## config.mk

```make
export PLATFORM = sky130hd
export DESIGN_NAME = fece_queue
export DESIGN_NICKNAME = d
export VERILOG_FILES = /design/src/rtl/core/fece_pkg.sv /design/src/rtl/core/fece_queue.sv
export SDC_FILE = /design/constraint.sdc
export NUM_CORES = 1
export LEC_CHECK = 0
export ABC_AREA = 1
export BUFFER_PORTS_ARGS = -buffer_cell sky130_fd_sc_hd__buf_2
export CORE_MARGIN = 2
export CORE_UTILIZATION = 51
export DETAILED_ROUTE_END_ITERATION = 16
export GPL_TIMING_DRIVEN = 0
export MAX_ROUTING_LAYER = met4
export PLACE_DENSITY = 0.74
export SLEW_MARGIN = 5
export SYNTH_ARGS = -nofsm -noshare
export SYNTH_HDL_FRONTEND = slang
export SYNTH_SLANG_ARGS = --single-unit
export TNS_END_PERCENT = 20
```

## constraint.sdc

```tcl
create_clock -name clock -period 1.4 [get_ports clock]
set_input_delay 0.14 -clock clock [delete_from_list [all_inputs] [get_ports clock]]
set_output_delay 0.14 -clock clock [all_outputs]
set_load 0.01 [all_outputs]
```

## src/rtl/core/fece_pkg.sv

```systemverilog
// Shared types, constants and the palette function of the fire effect cell engine.
package fece_pkg;

   localparam int MAX_COLS_DEF = 32;
   localparam int MAX_ROWS_DEF = 32;

   localparam int DIM_W       = 6;   // width of the cols/rows registers
   localparam int POS_W       = 6;   // row/col field width, covers matrices up to 64
   localparam int LED_W       = 10;
   localparam int HEAT_W      = 8;
   localparam int NIB_W       = 4;
   localparam int CSR_IDX_W   = 2;
   localparam int QUEUE_DEPTH = 4;
   localparam int QPTR_W      = $clog2(QUEUE_DEPTH);

   localparam logic [DIM_W-1:0]     DIM_RESET = 6'd16;
   localparam logic [DIM_W-1:0]     DIM_MIN   = 6'd2;
   localparam logic [NIB_W-1:0]     HOT_LIMIT = 4'd9;
   localparam logic [HEAT_W-1:0]    HEAT_HOT  = 8'd255;

   localparam logic [CSR_IDX_W-1:0] CSR_COLS  = 2'd0;
   localparam logic [CSR_IDX_W-1:0] CSR_ROWS  = 2'd1;

   // One classified item as it travels from the front to the back.
   typedef struct packed {
      logic              seed;
      logic [POS_W-1:0]  row;
      logic [POS_W-1:0]  col;
      logic              first;
      logic              last;
      logic              fend;
      logic [LED_W-1:0]  led;
      logic [NIB_W-1:0]  nibble;
   } fece_entry_type;

   typedef struct packed {
      logic [7:0] red;
      logic [7:0] green;
      logic [7:0] blue;
   } fece_rgb_type;

   // Eight ramps of 32 steps each.
   function automatic fece_rgb_type fece_palette(input logic [HEAT_W-1:0] h);
      fece_rgb_type c;
      logic [4:0]   i;
      i = h[4:0];
      c.red   = 8'd0;
      c.green = 8'd0;
      c.blue  = 8'd0;
      unique case (h[7:5])
         3'd0: begin
            c.blue = {2'b00, i, 1'b0};
         end
         3'd1: begin
            c.red  = {i, 3'b000};
            c.blue = 8'd64 - {2'b00, i, 1'b0};
         end
         3'd2: begin
            c.red   = 8'd255;
            c.green = {i, 3'b000};
         end
         3'd3: begin
            c.red   = 8'd255;
            c.green = 8'd255;
            c.blue  = {1'b0, i, 2'b00};
         end
         3'd4: begin
            c.red   = 8'd255;
            c.green = 8'd255;
            c.blue  = 8'd64 + {1'b0, i, 2'b00};
         end
         3'd5: begin
            c.red   = 8'd255;
            c.green = 8'd255;
            c.blue  = 8'd128 + {1'b0, i, 2'b00};
         end
         3'd6: begin
            c.red   = 8'd255;
            c.green = 8'd255;
            c.blue  = 8'd192 + {3'b000, i};
         end
         default: begin
            c.red   = 8'd255;
            c.green = 8'd255;
            c.blue  = 8'd224 + {3'b000, i};
         end
      endcase
      return c;
   endfunction

endpackage

```

## src/rtl/core/fece_queue.sv

```systemverilog
// Short item queue between the front and the back of the fire effect engine.
module fece_queue import fece_pkg::*; (
   input  logic           clock,
   input  logic           reset,
   input  logic           push,
   input  fece_entry_type push_entry,
   output logic           ready,
   input  logic           pop,
   output fece_entry_type head,
   output logic           valid
);

   fece_entry_type      slot_ff [QUEUE_DEPTH];
   logic [QPTR_W-1:0]   wr_ptr_ff, wr_ptr_in;
   logic [QPTR_W-1:0]   rd_ptr_ff, rd_ptr_in;
   logic [QPTR_W:0]     count_ff, count_in;

   assign ready = (count_ff != (QPTR_W+1)'(QUEUE_DEPTH));
   assign valid = (count_ff != '0);
   assign head  = slot_ff[rd_ptr_ff];

   always_comb begin
      wr_ptr_in = wr_ptr_ff;
      rd_ptr_in = rd_ptr_ff;
      count_in  = count_ff;
      if (push) begin
         wr_ptr_in = wr_ptr_ff + QPTR_W'(1);
      end
      if (pop) begin
         rd_ptr_in = rd_ptr_ff + QPTR_W'(1);
      end
      if (push && !pop) begin
         count_in = count_ff + (QPTR_W+1)'(1);
      end else if (pop && !push) begin
         count_in = count_ff - (QPTR_W+1)'(1);
      end
   end

   always_ff @(posedge clock) begin
      if (reset) begin
         wr_ptr_ff <= '0;
         rd_ptr_ff <= '0;
         count_ff  <= '0;
      end else begin
         wr_ptr_ff <= wr_ptr_in;
         rd_ptr_ff <= rd_ptr_in;
         count_ff  <= count_in;
      end
   end

   always_ff @(posedge clock) begin
      if (push) begin
         slot_ff[wr_ptr_ff] <= push_entry;
      end
   end

endmodule

```

==> results.json <==
{
  "worstRegToRegCells": 4,
  "netlist_instances": 350,
  "failed_checks": "negative setup slack",
  "synth_nets": 390,
  "synth_area_um2": 4940,
  "p_leak_nw": 2.57,
  "holdPathEnd": "wr_ptr_ff[0]$_SDFFE_PP0P_",
  "die_width_um": 102,
  "slew-limit-headroom": 0.661,
  "crit_fanout": 5,
  "clock_sinks": 129,
  "clk_latency_ps": 530,
  "drv_slew": 0,
  "start_kind": "flop",
  "grt_first_pass_wirelength_um": 17000,
  "clockBufferDepth": 2,
  "htreeDepth": 4,
  "p_per_area_nw_per_um2": 1440,
  "nets": 523,
  "yosys.area.top_type": "edfxtp_1",
  "fin_total_pwr_mw": 10.1,
  "ys_seq_area_frac": 0.765,
  "netlist_top_cells_area": "edfxtp_1, nor2_1, o22ai_1, dfxtp_1, o21ai_0",
  "hpwl_um": 5850,
  "start_util": 0.530,
  "drc": 0,
  "drv_cap": 0,
  "rsz0062_at_grt": "yes",
  "tightestPinTransition_ps": 507,
  "cts_buffers": 17,
  "fin_crit_sh": 1.33,
  "peakVddDrop_mv": 0.932,
  "dr.first_iter.drc_count": 247,
  "grt_pass1_vias": 3331,
  "fill_cells": 524,
  "status": "finished with violations",
  "synth_top_area_frac": 0.729,
  "port_buffers": 65,
  "worst_hold_path.num_cells": 3,
  "core_um2": 9330,
  "skew_ps": 7.32,
  "worstReg2RegStart": "wr_ptr_ff[1]$_SDFFE_PP0P_",
  "wl_per_cell_um": 20.9,
  "area_growth_pct": 42.1,
  "io_pins": 66,
  "gp_congestion": 0.742,
  "overflow": 0,
  "root_buffer": "clkbuf_8",
  "ant_nets": 0,
  "arrival_ps": 1720,
  "antenna_cells": 0,
  "r2r-end": "slot_ff[1][25]$_DFFE_PP_",
  "drive_gt1_frac": 0.394,
  "worstHoldPathType": "in -> reg",
  "via_count": 3464,
  "hold_viol_final": 0,
  "routed_via_density": 5.55,
  "cts.clk_slew.worst_paths_ps": 60,
  "max_freq_mhz": 538,
  "setup_viol": 90,
  "num_rows": 35,
  "die_height_um": 102,
  "crit_required_ps": 1260,
  "timing.final.ws_setup_ps": -460,
  "critPathKind": "reg -> out",
  "worst_setup_path_end_kind": "output port",
  "final_core_util": 0.753,
  "wl_um": 13000,
  "antenna_found_initial": 0,
  "dieArea_um2": 10500,
  "hold_path.startpoint": "push",
  "ys_ff_latch": 129,
  "yosys_warnings": 0,
  "place_inst": 544,
  "rrSetupSlack_ps": -110,
  "grt_max_degree": 17,
  "synth.distinct_cells": 17,
  "syn_area_per_cell_um2": 14.1,
  "first_pass_iters": 5,
  "tritoncts": "yes",
  "period_minus_slack_ps": 1860,
  "stdcell_count": 624,
  "grt_usage": 0.235
}
power breakdown:
group	total [mW]	internal (mW)	switching (mW)
combinational	1.25	0.556	0.696
clock	4.41	2.84	1.57
sequential	4.47	4.40	0.0714
total	10.1	7.79	2.34
cells in the mapped netlist:
master	n
edfxtp_1	120
nor2_1	63
o21ai_0	36
o21ai_1	30
o22ai_1	30
inv_1	18
buf_6	10
dfxtp_1	9
nand2_1	9
buf_2	6
a21oi_1	5
ha_1	5
buf_4	3
nand3_1	3
fa_1	1
inv_8	1
nand4_1	1
cells in the final DEF (no fill, tap or decap), types with 2 or more instances in the layout:
| master | count |
|---|---|
| dfxtp_4 | 3 |
| o21ai_1 | 25 |
| nor2_2 | 14 |
| dlygate4sd3_1 | 32 |
| o21ai_0 | 21 |
| buf_12 | 7 |
| inv_1 | 11 |
| edfxtp_1 | 120 |
| o22ai_2 | 11 |
| buf_6 | 6 |
| clkbuf_16 | 21 |
| dfxtp_2 | 2 |
| clkinv_1 | 5 |
| a21oi_1 | 5 |
| ha_2 | 2 |
| buf_4 | 8 |
| clkinvlp_4 | 11 |
| o21ai_2 | 15 |
| inv_2 | 2 |
| buf_2 | 64 |
| o22ai_1 | 19 |
| nand2_1 | 5 |
| nand3_1 | 3 |
| nand2_4 | 3 |
| dfxtp_1 | 4 |
| ha_4 | 2 |
| clkinv_2 | 2 |
| nor2_1 | 48 |
| o21ai_4 | 5 |
| buf_8 | 5 |
| bufinv_16 | 4 |
per-stage QoR:
| stage | hold slack [ps] | TNS (ps) | setup WS, ps | cell area (µm²) |
|---|---|---|---|---|
| floorplan | 239 | -3880 | -55.7 | 4960 |
| global placement | 351 | -47000 | -456 | 5450 |
| detailed placement | 359 | -52350 | -488 | 5450 |
| CTS | 6.80 | -13170 | -385 | 6580 |
| global route | 73.7 | -20130 | -496 | 7030 |
| finish | 32.0 | -15270 | -460 | 7030 |
per-layer routing:
metal / global-route usage / routed length (µm)
met1: 0.282 / 4920
met2: 0.376 / 6800
met3: 0.0595 / 976
met4: 0.107 / 342
met5: - / 0
sequential cells by signal (all words and copies together), names as in the netlist, named ones only:
register and count:
count_ff 3, rd_ptr_ff 2, slot_ff 120, wr_ptr_ff 2
cell type report:
cell class / instances / area [µm²] / share of cell area
sequential: 129 / 3800 / 0.540
multi-input combinational: 183 / 1200 / 0.171
timing repair buffer: 109 / 891 / 0.127
clock buffer: 17 / 414 / 0.0589
buffer: 19 / 245 / 0.0349
clock inverter: 14 / 171 / 0.0244
tap: 129 / 161 / 0.0230
inverter: 19 / 101 / 0.0144
timing repair inverter: 5 / 46.3 / 0.00659
what timing repair did:
item | in CTS | in global routing
resized for setup | 38 | 90
endpoints found under the hold margin | 129 | 0
hold buffers | 32 | 0
setup buffers | 4 | 0
setup endpoints to repair | 150 | 108
cloned | 7 | 6
pin swaps | 20 | 15
worst max path at each step:
stage | startpoint | to | cells past startpoint
global placement | wr_ptr_ff[1]$_SDFFE_PP0P_ | slot_ff[0][15]$_DFFE_PP_ | 4
detailed placement | wr_ptr_ff[1]$_SDFFE_PP0P_ | slot_ff[0][15]$_DFFE_PP_ | 4
CTS | flop | head[8] | 4
floorplan | wr_ptr_ff[1]$_SDFFE_PP0P_ | slot_ff[0][0]$_DFFE_PP_ | 4
global route | flop | head[8] | 5
finish | flop | head[8] | 5
critical path, stage by stage (launching register included):
cell	delay, ps
dfxtp_4	360
buf_12	150
buf_8	130
o21ai_1	240
o22ai_2	160
buf_2	160
cells by family (layout without fill, tap and decap cells):
group,after synthesis,after routing,synth area share
flip-flops,129,129,0.765
AO/OA/AOI/OAI,101,101,0.110
AND/OR/NAND/NOR,76,76,0.0590
buffers and inverters,38,183,0.0493
adder cells (fa/ha/maj),6,6,0.0167
Power figures use the tool's default switching activity.
