==> config.mk <==
export PLATFORM = sky130hd
export DESIGN_NAME = fece_front
export DESIGN_NICKNAME = d
export VERILOG_FILES = /design/src/rtl/core/fece_pkg.sv /design/src/rtl/core/fece_front.sv
export SDC_FILE = /design/constraint.sdc
export NUM_CORES = 1
export LEC_CHECK = 0
export BUFFER_PORTS_ARGS = -buffer_cell sky130_fd_sc_hd__buf_4
export CORE_AREA = 5 5 112 114
export CTS_CLUSTER_SIZE = 28
export DETAILED_ROUTE_END_ITERATION = 10
export DIE_AREA = 0 0 117 119
export PLACE_DENSITY = 0.42
export REMOVE_ABC_BUFFERS = 1
export SETUP_SLACK_MARGIN = 0.2
export SLEW_MARGIN = 20
export SYNTH_ARGS = -nofsm -noshare
export SYNTH_HDL_FRONTEND = slang
export SYNTH_SLANG_ARGS = --single-unit
==> constraint.sdc <==
create_clock -name clock -period 7.1 [get_ports clock]
set_clock_uncertainty 0.1 [all_clocks]
set_input_delay 2.13 -clock clock [delete_from_list [all_inputs] [get_ports clock]]
set_output_delay 2.13 -clock clock [all_outputs]
set_load 0.02 [all_outputs]
==> src/rtl/core/fece_pkg.sv <==
// Shared types, constants and the palette function of the fire effect cell engine.
package fece_pkg;

   localparam int MAX_COLS_DEF = 32;
   localparam int MAX_ROWS_DEF = 32;

   localparam int DIM_W       = 6;   // width of the cols/rows registers
   localparam int POS_W       = 6;   // row/col field width, covers matrices up to 64
   localparam int LED_W       = 10;
   localparam int HEAT_W      = 8;
   localparam int NIB_W       = 4;
   localparam int CSR_IDX_W   = 2;
   localparam int QUEUE_DEPTH = 4;
   localparam int QPTR_W      = $clog2(QUEUE_DEPTH);

   localparam logic [DIM_W-1:0]     DIM_RESET = 6'd16;
   localparam logic [DIM_W-1:0]     DIM_MIN   = 6'd2;
   localparam logic [NIB_W-1:0]     HOT_LIMIT = 4'd9;
   localparam logic [HEAT_W-1:0]    HEAT_HOT  = 8'd255;

   localparam logic [CSR_IDX_W-1:0] CSR_COLS  = 2'd0;
   localparam logic [CSR_IDX_W-1:0] CSR_ROWS  = 2'd1;

   // One classified item as it travels from the front to the back.
   typedef struct packed {
      logic              seed;
      logic [POS_W-1:0]  row;
      logic [POS_W-1:0]  col;
      logic              first;
      logic              last;
      logic              fend;
      logic [LED_W-1:0]  led;
      logic [NIB_W-1:0]  nibble;
   } fece_entry_type;

   typedef struct packed {
      logic [7:0] red;
      logic [7:0] green;
      logic [7:0] blue;
   } fece_rgb_type;

   // Eight ramps of 32 steps each.
   function automatic fece_rgb_type fece_palette(input logic [HEAT_W-1:0] h);
      fece_rgb_type c;
      logic [4:0]   i;
      i = h[4:0];
      c.red   = 8'd0;
      c.green = 8'd0;
      c.blue  = 8'd0;
      unique case (h[7:5])
         3'd0: begin
            c.blue = {2'b00, i, 1'b0};
         end
         3'd1: begin
            c.red  = {i, 3'b000};
            c.blue = 8'd64 - {2'b00, i, 1'b0};
         end
         3'd2: begin
            c.red   = 8'd255;
            c.green = {i, 3'b000};
         end
         3'd3: begin
            c.red   = 8'd255;
            c.green = 8'd255;
            c.blue  = {1'b0, i, 2'b00};
         end
         3'd4: begin
            c.red   = 8'd255;
            c.green = 8'd255;
            c.blue  = 8'd64 + {1'b0, i, 2'b00};
         end
         3'd5: begin
            c.red   = 8'd255;
            c.green = 8'd255;
            c.blue  = 8'd128 + {1'b0, i, 2'b00};
         end
         3'd6: begin
            c.red   = 8'd255;
            c.green = 8'd255;
            c.blue  = 8'd192 + {3'b000, i};
         end
         default: begin
            c.red   = 8'd255;
            c.green = 8'd255;
            c.blue  = 8'd224 + {3'b000, i};
         end
      endcase
      return c;
   endfunction

endpackage

==> src/rtl/core/fece_front.sv <==
// Front of the fire effect engine: size registers, cell cursor and item classification.
module fece_front import fece_pkg::*; #(
   parameter int MAX_COLS = MAX_COLS_DEF,
   parameter int MAX_ROWS = MAX_ROWS_DEF
) (
   input  logic                 clock,
   input  logic                 reset,
   input  logic                 req_valid,
   output logic                 req_stall,
   input  logic [NIB_W-1:0]     req_rand_value,
   input  logic                 csr_write,
   input  logic [CSR_IDX_W-1:0] csr_index,
   input  logic [DIM_W-1:0]     csr_data,
   input  logic                 q_ready,
   input  logic                 clearing,
   output logic                 q_push,
   output fece_entry_type       q_entry
);

   localparam int CW = $clog2(MAX_COLS);
   localparam int RW = $clog2(MAX_ROWS);
   localparam logic [DIM_W-1:0] COLS_RST =
      (MAX_COLS < 16) ? DIM_W'(MAX_COLS) : DIM_RESET;
   localparam logic [DIM_W-1:0] ROWS_RST =
      (MAX_ROWS < 16) ? DIM_W'(MAX_ROWS) : DIM_RESET;

   logic [DIM_W-1:0] cols_ff, cols_in;
   logic [DIM_W-1:0] rows_ff, rows_in;
   logic             seed_ff, seed_in;
   logic [RW-1:0]    row_ff, row_in;
   logic [CW-1:0]    col_ff, col_in;

   logic [DIM_W-1:0] clamp_cols;
   logic [DIM_W-1:0] clamp_rows;
   logic             row_end;
   logic [12:0]      led_full;
   logic             restart;

   assign req_stall = !q_ready || clearing;
   assign q_push    = req_valid && !req_stall;

   always_comb begin
      if (csr_data < DIM_MIN) begin
         clamp_cols = DIM_MIN;
      end else if ({1'b0, csr_data} > (DIM_W+1)'(MAX_COLS)) begin
         clamp_cols = DIM_W'(MAX_COLS);
      end else begin
         clamp_cols = csr_data;
      end
      if (csr_data < DIM_MIN) begin
         clamp_rows = DIM_MIN;
      end else if ({1'b0, csr_data} > (DIM_W+1)'(MAX_ROWS)) begin
         clamp_rows = DIM_W'(MAX_ROWS);
      end else begin
         clamp_rows = csr_data;
      end
   end

   // Classify the item at the cursor.
   always_comb begin
      row_end  = ((DIM_W+1)'(col_ff) + (DIM_W+1)'(1)) >= {1'b0, cols_ff};
      led_full = (13'(row_ff) + 13'd1) * 13'(cols_ff) + 13'(col_ff);

      q_entry.seed   = seed_ff;
      q_entry.row    = seed_ff ? POS_W'(rows_ff - DIM_W'(1)) : POS_W'(row_ff);
      q_entry.col    = POS_W'(col_ff);
      q_entry.first  = (col_ff == '0);
      q_entry.last   = row_end;
      q_entry.fend   = !seed_ff && row_end && (row_ff == '0);
      q_entry.led    = led_full[LED_W-1:0];
      q_entry.nibble = req_rand_value;
   end

   always_comb begin
      cols_in = cols_ff;
      rows_in = rows_ff;
      seed_in = seed_ff;
      row_in  = row_ff;
      col_in  = col_ff;
      restart = 1'b0;
      if (csr_write && (csr_index == CSR_COLS)) begin
         cols_in = clamp_cols;
         restart = 1'b1;
      end else if (csr_write && (csr_index == CSR_ROWS)) begin
         rows_in = clamp_rows;
         restart = 1'b1;
      end
      if (restart) begin
         seed_in = 1'b1;
         row_in  = '0;
         col_in  = '0;
      end else if (q_push) begin
         if (!row_end) begin
            col_in = col_ff + CW'(1);
         end else if (seed_ff) begin
            seed_in = 1'b0;
            row_in  = RW'(rows_ff - DIM_W'(2));
            col_in  = '0;
         end else if (row_ff == '0) begin
            seed_in = 1'b1;
            col_in  = '0;
         end else begin
            row_in = row_ff - RW'(1);
            col_in = '0;
         end
      end
   end

   always_ff @(posedge clock) begin
      if (reset) begin
         cols_ff <= COLS_RST;
         rows_ff <= ROWS_RST;
         seed_ff <= 1'b1;
         row_ff  <= '0;
         col_ff  <= '0;
      end else begin
         cols_ff <= cols_in;
         rows_ff <= rows_in;
         seed_ff <= seed_in;
         row_ff  <= row_in;
         col_ff  <= col_in;
      end
   end

endmodule

==> impl_metrics.env <==
export IMPL_fin_area_um2=3320
export IMPL_cts_buffer_depth=2
export IMPL_netlist_instances=354
export IMPL_crit_required_ps=4870
export IMPL_synth_seq_area_share_pct=16.4
export IMPL_synthesis_area_um2=2800
export IMPL_drv_cap=0
export IMPL_ys_top_cells_by_area="ha_1 17%, dfxtp_1 16%, fa_1 13%"
export IMPL_drt_iter0_drc=129
export IMPL_placed_cell_area_um2=3190
export IMPL_ys_seq_elements=23
export IMPL_route_top_layer_used="met4"
export IMPL_tightest_slew_ps=734
export IMPL_setup_viol=0
export IMPL_cts_sinks=23
export IMPL_ys_async_sr_fraction_pct=0
export IMPL_hold_path_class="register to register"
export IMPL_rows=39
export IMPL_core_area_um2=11300
export IMPL_synth_avg_cell_area_um2=7.92
export IMPL_met3_length_um=290
export IMPL_grt_pass1_vias=2304
export IMPL_synthFlopType="dfxtp_1"
export IMPL_rsz0062_at_grt="false"
export IMPL_clock_latency_ps=260
export IMPL_cts_buffers=3
export IMPL_multi_input_area_um2=2100
export IMPL_synth_edf_count=0
export IMPL_fillers=1251
export IMPL_diodes=0
export IMPL_die_area_um2=13900
export IMPL_timing_fmax_mhz=150
export IMPL_power_density_nw_per_um2=95.7
export IMPL_layout_commonest_cell="nor2_1"
export IMPL_post_drt_wl_per_cell_um=12.5
export IMPL_areaGrowthSynthToFinish_pct=18.3
export IMPL_cp_arrival_ps=4430
export IMPL_register_area_um2=463
export IMPL_period_minus_slack_ps=6660
export IMPL_die_h_um=119
export IMPL_postCtsHoldBufs=0
export IMPL_via_per_inst=4.49
export IMPL_p_leak_nw=1.60
export IMPL_cts_tree="built"
export IMPL_hold_viol=0
export IMPL_startpoint_type="register"
export IMPL_ant_nets=0
export IMPL_worst_setup_path_type="register to primary output"
export IMPL_portBuffers=40
export IMPL_cp_max_fo=7
export IMPL_period_share_pct=93.8
export IMPL_cts_max_level=1
export IMPL_drive_gt1_share_pct=16.5
export IMPL_gr_usage_all_layers_pct=9.68
export IMPL_tns_ps=0
export IMPL_clockRootBuffer="clkbuf_16"
export IMPL_wl_met1_um=3230
export IMPL_num_vias=2358
export IMPL_initial_core_util_pct=24.8
export IMPL_die_x_um=117
export IMPL_cts_clk_slew_worst_paths_ps=60
export IMPL_dr_pass1_iters=4
export IMPL_io_pins=50
export IMPL_hold_worst_slack_ps=382
export IMPL_ys_warn_count=0
export IMPL_place_congestion=0.828
export IMPL_endpoint_kind="primary output"
export IMPL_wirelength_um=6560
export IMPL_drc=0
export IMPL_peakVddDrop_v=0.0000862
export IMPL_status="complete, no violations"
export IMPL_synth_top_cell_area_share_pct=17.0
export IMPL_ys_types=48
export IMPL_grt_pass1_wl_um=11200
export IMPL_max_slew_margin_pct=51.0
export IMPL_globalRouteOverflowTotal=0
export IMPL_yosys_area_top_type="ha_1"
export IMPL_final_cell_mix="51 x nor2_1, 47 x inv_1, 43 x buf_4"
export IMPL_hpwl_um=5490
export IMPL_layout_nets=457
export IMPL_final_max_slew_viol_count=0
export IMPL_wl_met2_um=3000
export IMPL_antenna_found_initial=0
export IMPL_grt_max_degree=22
## through the flow
| step | power, mW | cells | worst slack (ps) | util [%] |
|---|---|---|---|---|
| finish | 0.317 | 525 | 443 | 29.3 |
| global route | 0.332 | 525 | 211 | 29.3 |
| CTS | 0.320 | 525 | 230 | 29.1 |
| detailed placement | 0.196 | 520 | 406 | 28.1 |
| global placement | 0.196 | 520 | 493 | 28.1 |
| floorplan | 0.172 | 335 | 686 | - |
## power breakdown
part / internal, mW / total, mW / switching, mW
Sequential: 0.131 / 0.135 / 0.00355
Combinational: 0.0251 / 0.0575 / 0.0324
Clock: 0.0759 / 0.125 / 0.0492
Total: 0.232 / 0.317 / 0.0851
## worst paths after layout
check	from	endpoint	slack [ps]	depth (start not counted)
setup / recovery	row_ff[0]	q_entry[13]	440	18
hold / removal	rows_ff[5]	rows_ff[5]	380	2
setup reg to reg	col_ff[0]	row_ff[0]	4340	9
hold reg to reg	rows_ff[5]	rows_ff[5]	380	2
## layer usage
layer / global-route usage, % / vias to the layer above
met3: 1.93 / 4
met1: 14.1 / 1103
li1: - / 1201
met2: 15.2 / 50
met5: 0 / -
met4: 1.15 / 0
## kinds of logic after synthesis
family / after synthesis / share of synthesized area (%)
other: 1 / 0.134
XOR/XNOR: 25 / 7.81
AO/OA/AOI/OAI: 45 / 10.9
multiplexers: 5 / 1.78
AND/OR/NAND/NOR: 133 / 22.8
flip-flops: 23 / 16.4
buffers and inverters: 66 / 10.3
adder cells (fa/ha/maj): 56 / 29.8
## cells in the mapped netlist (2+ instances only)
library cell  number
dfxtp_1           23
nor4_1             3
xnor2_1           15
a21oi_1           19
a211oi_1           2
a211o_1            2
inv_1             47
nand3_1           10
buf_2              5
nor3_1             9
xor2_1            10
o211ai_1           2
nand2_1           22
ha_1              38
nor2_1            52
a32o_1             2
and3_1             3
nand2b_1           5
a21o_1             4
buf_4              7
mux2i_1            5
and2_1             9
nor3b_1            3
nor2b_1            8
clkbuf_1           4
fa_1              18
nand4_1            3
o21ai_0            4
## critical path: stages, from the launching register on
cell and delay, ps:
dfxtp_2 380, ha_2 220, nand3_1 120, xor2_2 170, buf_4 160, nand2b_1 150, fa_1 490, inv_1 60
fa_1 530, inv_1 50, fa_1 530, inv_1 40, ha_1 290, ha_1 330, nor2_2 120, nor2b_1 60
o2bb2ai_1 180, xnor2_1 130, buf_4 160
## final cells by class
type                    instances  share of cell area (%)
repair buffers                 43                    9.73
clock inverters                 1                   0.151
well taps                     143                    5.39
clock buffers                   3                    2.26
inverters                      47                    5.32
multi-input cells             265                    63.2
flip-flops and latches         23                    14.0
## registers in the layout, indices dropped and copies added (netlist names)
register,flops
rows_ff,6
col_ff,5
row_ff,5
seed_ff,1
cols_ff,6
## timing repair
| action | 4_1_cts | 5_1_grt |
|---|---|---|
| pin swaps | 0 | 2 |
| cloned | 0 | 0 |
| buffers inserted | 1 | 0 |
| endpoints found under the setup margin | 1 | 3 |
| resized for setup | 4 | 6 |
| endpoints found under the hold margin | 0 | 0 |
Note: power is estimated with default switching activity, not from simulation.
